<file path="config.mk">
export PLATFORM = sky130hd
export DESIGN_NAME = ppp_ctrl
export DESIGN_NICKNAME = d
export VERILOG_FILES = /design/src/hdl/ppp_pkg.sv /design/src/hdl/ppp_ctrl.sv
export SDC_FILE = /design/constraint.sdc
export NUM_CORES = 1
export LEC_CHECK = 0
export BUFFER_PORTS_ARGS = -buffer_cell sky130_fd_sc_hd__buf_2
export CORE_MARGIN = 2
export CORE_UTILIZATION = 55
export DETAILED_ROUTE_END_ITERATION = 6
export PLACE_DENSITY_LB_ADDON = 0.3
export SLEW_MARGIN = 15
export SYNTH_ARGS = -nofsm -noshare
export SYNTH_HDL_FRONTEND = slang
export SYNTH_SLANG_ARGS = --single-unit
</file>
<file path="constraint.sdc">
create_clock -name i_clk -period 3.6 [get_ports i_clk]
set_input_delay 0.36 -clock i_clk [delete_from_list [all_inputs] [get_ports i_clk]]
set_output_delay 0.36 -clock i_clk [all_outputs]
set_load 0.01 [all_outputs]
</file>
<file path="src/hdl/ppp_pkg.sv">
// Shared types and constants for the particle pool physics core.
// No dependencies; imported by the controller, datapath and top level.
`timescale 1ns / 1ps
`default_nettype none

package ppp_pkg;

    localparam logic [31:0] LFSR_MASK     = 32'h8020_0003;
    localparam logic [14:0] GRAVITY_RST   = 15'd2560;
    localparam logic [7:0]  BOUNCE_RST    = 8'd102;
    localparam logic [15:0] VY_SPAWN_BASE = 16'd1792;
    localparam logic [14:0] SIZE_OFFSET   = 15'd9010;
    localparam logic [15:0] LIFE_OFFSET   = 16'd25650;
    // floor(n/100) == (n * DIV100_MUL) >> 24 for n < 2^16
    localparam logic [17:0] DIV100_MUL    = 18'd167773;
    // floor(n/5) == (n * DIV5_MUL) >> 20 for n < 2^18
    localparam logic [17:0] DIV5_MUL      = 18'd209716;
    localparam logic [17:0] DIV5_BIAS     = 18'd100000;
    localparam logic [15:0] DIV5_UNBIAS   = 16'd20000;

    localparam logic [1:0] CFG_GRAVITY = 2'd0;
    localparam logic [1:0] CFG_BOUNCE  = 2'd1;
    localparam logic [1:0] CFG_SEED    = 2'd2;

    localparam logic OP_SPAWN = 1'b0;
    localparam logic OP_TICK  = 1'b1;

    localparam logic [1:0] KIND_SPAWN = 2'd0;
    localparam logic [1:0] KIND_STATE = 2'd1;
    localparam logic [1:0] KIND_EMPTY = 2'd2;

    typedef enum logic [4:0] {
        ST_IDLE,
        ST_SP_SCAN, ST_SP_VX, ST_SP_VY, ST_SP_VZ, ST_SP_SZ, ST_SP_LF, ST_SP_WR,
        ST_SP_REPORT,
        ST_TK_SCAN, ST_TK_LD, ST_TK_GRAV, ST_TK_PX, ST_TK_PY, ST_TK_PZ,
        ST_TK_BY, ST_TK_BX, ST_TK_BZ, ST_TK_DEC, ST_TK_WB, ST_TK_EMIT, ST_TK_FIN
    } t_state;

    typedef enum logic [4:0] {
        DP_NONE, DP_LOAD, DP_SKIP,
        DP_DRAW_VX, DP_DRAW_VY, DP_DRAW_VZ, DP_DRAW_SZ, DP_DRAW_LF, DP_SP_WR,
        DP_REPORT,
        DP_RD, DP_LD, DP_GRAV, DP_PX, DP_PY, DP_PZ, DP_BY, DP_BX, DP_BZ,
        DP_DEC, DP_WB, DP_EMIT, DP_FIN
    } t_dp_op;

    typedef struct packed {
        t_dp_op op;
    } t_dp_cmd;

    typedef struct packed {
        logic idx_end;
        logic slot_act;
        logic want_met;
        logic out_free;
        logic pend_valid;
        logic dead;
    } t_dp_status;

    typedef struct packed {
        logic signed [15:0] px;
        logic signed [15:0] py;
        logic signed [15:0] pz;
        logic signed [15:0] vx;
        logic signed [15:0] vy;
        logic signed [15:0] vz;
        logic signed [15:0] size;
        logic signed [15:0] life;
    } t_slot_rec;

    function automatic logic signed [15:0] f_sat16(input logic signed [17:0] v);
        logic signed [15:0] r;
        if (v > 18'sd32767) begin
            r = 16'sh7fff;
        end else if (v < -18'sd32768) begin
            r = 16'sh8000;
        end else begin
            r = v[15:0];
        end
        return r;
    endfunction

endpackage

`default_nettype wire

</file>
<file path="src/hdl/ppp_ctrl.sv">
// Sequencer for the particle pool core: walks the slots and issues at most one
// datapath command per cycle, holding while the output is stalled. Depends on ppp_pkg.
`timescale 1ns / 1ps
`default_nettype none

module ppp_ctrl
    import ppp_pkg::*;
(
    input  wire        i_clk,
    input  wire        i_rst_n,
    input  wire        i_in_valid,
    input  wire        i_op,
    output logic       o_in_stall,
    input  t_dp_status i_status,
    output t_dp_cmd    o_cmd
);

    t_state r_state, n_state;

    always_ff @(posedge i_clk) begin
        if (!i_rst_n) begin
            r_state <= ST_IDLE;
        end else begin
            r_state <= n_state;
        end
    end

    always_comb begin
        n_state = r_state;
        unique case (r_state)
            ST_IDLE: begin
                if (i_in_valid) begin
                    n_state = (i_op == OP_SPAWN) ? ST_SP_SCAN : ST_TK_SCAN;
                end
            end
            ST_SP_SCAN: begin
                if (i_status.idx_end || i_status.want_met) begin
                    n_state = ST_SP_REPORT;
                end else if (!i_status.slot_act) begin
                    n_state = ST_SP_VX;
                end
            end
            ST_SP_VX:     n_state = ST_SP_VY;
            ST_SP_VY:     n_state = ST_SP_VZ;
            ST_SP_VZ:     n_state = ST_SP_SZ;
            ST_SP_SZ:     n_state = ST_SP_LF;
            ST_SP_LF:     n_state = ST_SP_WR;
            ST_SP_WR:     n_state = ST_SP_SCAN;
            ST_SP_REPORT: begin
                if (i_status.out_free) n_state = ST_IDLE;
            end
            ST_TK_SCAN: begin
                if (i_status.idx_end) begin
                    n_state = ST_TK_FIN;
                end else if (i_status.slot_act) begin
                    n_state = ST_TK_LD;
                end
            end
            ST_TK_LD:   n_state = ST_TK_GRAV;
            ST_TK_GRAV: n_state = ST_TK_PX;
            ST_TK_PX:   n_state = ST_TK_PY;
            ST_TK_PY:   n_state = ST_TK_PZ;
            ST_TK_PZ:   n_state = ST_TK_BY;
            ST_TK_BY:   n_state = ST_TK_BX;
            ST_TK_BX:   n_state = ST_TK_BZ;
            ST_TK_BZ:   n_state = ST_TK_DEC;
            ST_TK_DEC:  n_state = ST_TK_WB;
            ST_TK_WB:   n_state = i_status.dead ? ST_TK_SCAN : ST_TK_EMIT;
            ST_TK_EMIT: begin
                if (!i_status.pend_valid || i_status.out_free) n_state = ST_TK_SCAN;
            end
            ST_TK_FIN: begin
                if (i_status.out_free) n_state = ST_IDLE;
            end
            default: n_state = ST_IDLE;
        endcase
    end

    always_comb begin
        o_in_stall = (r_state != ST_IDLE);
        o_cmd.op   = DP_NONE;
        unique case (r_state)
            ST_IDLE:    if (i_in_valid) o_cmd.op = DP_LOAD;
            ST_SP_SCAN: begin
                if (!i_status.idx_end && !i_status.want_met && i_status.slot_act) begin
                    o_cmd.op = DP_SKIP;
                end
            end
            ST_SP_VX:     o_cmd.op = DP_DRAW_VX;
            ST_SP_VY:     o_cmd.op = DP_DRAW_VY;
            ST_SP_VZ:     o_cmd.op = DP_DRAW_VZ;
            ST_SP_SZ:     o_cmd.op = DP_DRAW_SZ;
            ST_SP_LF:     o_cmd.op = DP_DRAW_LF;
            ST_SP_WR:     o_cmd.op = DP_SP_WR;
            ST_SP_REPORT: if (i_status.out_free) o_cmd.op = DP_REPORT;
            ST_TK_SCAN: begin
                if (!i_status.idx_end) begin
                    o_cmd.op = i_status.slot_act ? DP_RD : DP_SKIP;
                end
            end
            ST_TK_LD:   o_cmd.op = DP_LD;
            ST_TK_GRAV: o_cmd.op = DP_GRAV;
            ST_TK_PX:   o_cmd.op = DP_PX;
            ST_TK_PY:   o_cmd.op = DP_PY;
            ST_TK_PZ:   o_cmd.op = DP_PZ;
            ST_TK_BY:   o_cmd.op = DP_BY;
            ST_TK_BX:   o_cmd.op = DP_BX;
            ST_TK_BZ:   o_cmd.op = DP_BZ;
            ST_TK_DEC:  o_cmd.op = DP_DEC;
            ST_TK_WB:   o_cmd.op = DP_WB;
            ST_TK_EMIT: begin
                if (!i_status.pend_valid || i_status.out_free) o_cmd.op = DP_EMIT;
            end
            ST_TK_FIN:  if (i_status.out_free) o_cmd.op = DP_FIN;
            default:    o_cmd.op = DP_NONE;
        endcase
    end

endmodule

`default_nettype wire

</file>
; ---- Word level (Yosys, flattened, before mapping)
; Cells that the tools add are included.
[op_classes]
n_reduce_logical = 11
eq_ne = 26
mux = 18
[op_table]
columns = operator, n
row1 = $pmux 5 s22, 1
row2 = $pmux 5 s21, 1
row3 = $mux 5, 10
row4 = $eq 5x4->1 const B, 8
row5 = $eq 5x5->1 const B, 6
row6 = $eq 5x3->1 const B, 4
row7 = $mux 4, 4
row8 = $eq 5x2->1 const B, 2
row9 = $ne 3x3->1 const B, 2
row10 = $eq 5x1->1 const B, 1
row11 = $logic_not 5->1, 1
row12 = $reduce_and 5->1, 1
row13 = $reduce_bool 5->1, 1
row14 = $ne 2x2->1 const B, 2
row15 = $logic_not 1->1, 3
row16 = $logic_and 1x1->1, 2
row17 = $logic_or 1x1->1, 2
row18 = $mux 2, 1
row19 = $ne 2x1->1 const B, 1
row20 = $reduce_or 2->1, 1
row21 = $mux 1, 1
[word_totals]
out_inout_bits = 6
input_bits = 10
word_cells = 56
register_bits = 5

; ---- Longest topological paths before layout
[depth]
ltp_word = 5
ltp_mapped = 7
depth_no_buf = 5

; ---- Worst setup path after synthesis
; No wires, ideal clock.
[synth_path]
path_type = reg-to-output
from = reg r_state[2]
to = out o_cmd[1] in the netlist's numbering
stages_incl_launch_ff = 6
required_ns = 3.240
arrival_ns = 1.334
n_path_buf = 1
setup_slack_ns = 1.906
cell_sequence = dfxtp_1 > buf_2 > or2_1 > nor4_1 > a22oi_1 > o21bai_1
[synth_rtl]
columns = element, line_no
row1 = "start, declared", ppp_ctrl.sv:18  ; t_state r_state, n_state;
row2 = "start signal, assigned", ppp_ctrl.sv:24  ; r_state <= n_state;
row3 = "end, declared", ppp_ctrl.sv:15  ; output t_dp_cmd o_cmd

==> impl_metrics.toml <==
[worst_setup_path]
crit_arrival_ps = 2050
regToRegStartpoint = "r_state[4]$_SDFFE_PN0P_"
worst-endpoint-required_ps = 3240
worstPathCellList = "nand2_1 -> a221o_1 -> a32oi_1 -> a21oi_1 -> buf_2"
timing.critical_path.from_type = "flip-flop"
critical_path.slowest_cell = "dfxtp_1"
slowest_delay_ps = 800
criticalPathCategory = "reg2out"
setup.worst_path.start = "r_state[1]$_SDFFE_PN0P_"
crit_fanout = 23
cp-end-kind = "primary output"

[grt]
first_global_vias = 691
antenna_found_initial = 0
grt_pass1_wl_mm = 3.001
grt_remaining_overflow = 0
maximum_number_of_pins_on_one_net_before_global_route_repair = 26
grt_util_all_layers_pct = 26.46

[routing]
wl_met3_um = 112
drt_pass_1_iters = 4
vias = 854
met1_length_um = 798
detail_route.drc_violations = 0
met2_wirelength_um = 920
dr.first_iter.drc_count = 36
final_antenna_net_count = 0
routed_wire_length_mm = 1.831
route.detailed.vias_per_inst = 6.569
avgRoutedWirePerCell_um = 14.08
maxUsedRoutingLayer = "met3"

[cells_and_area]
area.growth.synth_to_final_pct = 7.167
multi_input_combinational_cell_area_um2 = 569.3
largest_register_by_flop_count = "r_state"
number_of_flip_flops_in_the_largest_register = 5
n_antenna_cell = 0
nets = 126
regArea_um2 = 100.1
drive_gt1_share_pct = 19.13
fillCellCount = 129
largest_registers = "r_state x5"
final-instance-count-excl-fill = 130

[floorplanning]
num_rows = 13
floorplan.io_pins = 16
die_area_mm2 = 0.001676
start_util_pct = 58.42
floorplan.die.height_um = 40.95
placeableCoreArea_mm2 = 0.001285
die_span_x_um = 40.95

[placement]
gp_routability_congestion = 0.7830
post-place-ws_ps = 1453
placedCellCount = 126
dp.final_hpwl_mm = 1.288
place.port_buffers = 15

[yosys]
postSynthNetCount = 116
synth-edff-count = 0
syn-cell-area_um2 = 750.7
synthesis.area_per_instance_um2 = 7.082
ffs_w_async_s_r_synth_pct = 0
synth_sequential_area_ratio_pct = 13.33
synth_cells = 106
yosys_most_used_dff = "dfxtp_1"
yosys_register_bits = 5
ys_warn_count = 0
synth.lib_cells_used.distinct = 47

[timing]
clock_skew_ps = 1.874
slew_violations = 0
actual_transition_at_the_worst_max_transition_pin_ps = 785.2
summed_negative_setup_slack_over_all_endpoints_ps = 0
final_critical_path_setup_slack_ps = 1188
fmax_mhz = 414.5
final_worst_path_cycle_share_pct = 67.01
setup-violations-final = 0
maxSlewHeadroom_pct = 47.58
post_layout_min_period_ps = 2412
report.final.hold_viol_count = 0
grt_setup_unrepaired = "no"

[clocking]
cts_max_level = 1
clk_transition_reported_paths_ps = 40
cts_tree = "yes"
clock_tree.buffer_depth = 2
cts_root_buffer = "clkbuf_4"
insertion_delay_ps = 230
post_cts.repair.setup_buffers = 0
numClockSinks = 5
cts-resized-gates = 0
cts-hold-fix-buffers = 0
tritoncts.num_buffers = 3

[power_and_ir_drop]
p_sw_share_pct = 49.10
worst_ir_drop_vdd_v = 0.0002979
p_leak_nw = 0.3427
switchingPower_uw = 268.7
clock_power_share_pct = 11.3
total_power_uw = 547.3
share_seq_of_total_power_pct = 26.8
power_per_cell_area_mw_per_mm2 = 680.3
power_frac_comb_pct = 61.8
cell_internal_pwr_uw = 278.6

[worst_hold_path]
class_of_the_tightest_hold_or_removal_check = "in2reg"
worst_hold_startpoint = "i_rst_n"

[run]
drv.max_cap_violation_count = 0

[run_status]
run_status = "finished clean"
cell usage in the layout, fill, tap and decap left out, drive strengths merged, types with 2 or more instances in the layout:
master and n:
buf 16, dfxtp 5, nand2b 2, o21a 2, inv 2, o21bai 2
clkbuf 4, o21ai 4, nor2 10, nor4 2, a21oi 8, nor2b 8
nand2 10, a2111oi 2, or3 2, a31oi 3, nand3 4, o211ai 2
a211o 2, o211a 3
cell type report:
cell class / count / share of cell area, %
multi-input cells: 88 / 70.76
flip-flops and latches: 5 / 12.44
repair buffers: 16 / 10.26
clock buffers: 4 / 3.266
well taps: 15 / 2.333
inverters: 2 / 0.9331
power by group through the flow:
| stage | logic (mW) | clock network [mW] | registers (mW) |
|---|---|---|---|
| 6_report | 0.338 | 0.0620 | 0.147 |
| 5_1_grt | 0.378 | 0.0739 | 0.155 |
| 4_1_cts | 0.339 | 0.0642 | 0.145 |
| 3_5_place_dp | 0.336 | 0 | 0.146 |
| 3_3_place_gp | 0.331 | 0 | 0.145 |
| 2_1_floorplan | 0.337 | 0 | 0.0892 |
kinds of logic (layout without fill, tap and decap cells):
group	count (synthesis)	after routing	synth area share [%]
flip-flops	5	5	13.33
AND/OR/NAND/NOR	49	49	38.00
AO/OA/AOI/OAI	39	39	37.84
buffers and inverters	13	22	10.83
synth_stat cells (3+ instances only):
library cell | number | area (um2)
a31oi_1 | 3 | 18.77
o211a_1 | 3 | 30.03
buf_6 | 3 | 33.78
buf_2 | 5 | 25.02
a21oi_1 | 8 | 40.04
nand2_1 | 10 | 37.54
nand3_1 | 4 | 20.02
nor2_1 | 10 | 37.54
dfxtp_1 | 5 | 100.1
nor2b_1 | 8 | 50.05
per-stage QoR:
| stage | area (um2) | util [%] | hold slack, ps |
|---|---|---|---|
| floorplan | 750.7 | - | 473.8 |
| global placement | 778.2 | 60.56 | 625.9 |
| detailed placement | 778.2 | 60.56 | 638.3 |
| CTS | 804.5 | 62.61 | 389.4 |
| global route | 804.5 | 62.61 | 386.4 |
| finish | 804.5 | 62.61 | 395.5 |
metal layers:
metal  up-vias  global-route usage [%]
met3         0                   6.522
met4         0                       0
met1       403                   36.04
met5         -                       0
li1        420                       -
met2        31                   44.14
worst max-delay path, delay by kind of cell (launching register included):
kind                   cells  cell delay [ps]
AO/OA/AOI/OAI              3              580
buffers and inverters      1              180
flip-flops                 1              800
AND/OR/NAND/NOR            1              270
worst paths after layout:
kind	slack, ps	end	cells after the start
hold / removal	400	r_state[1]$_SDFFE_PN0P_	3
setup reg to reg	1710	r_state[3]$_SDFFE_PN0P_	5
hold reg to reg	810	r_state[2]$_SDFFE_PN0P_	3
setup / recovery	1190	o_cmd[3]	5
Note: power is estimated with default switching activity, not from simulation.
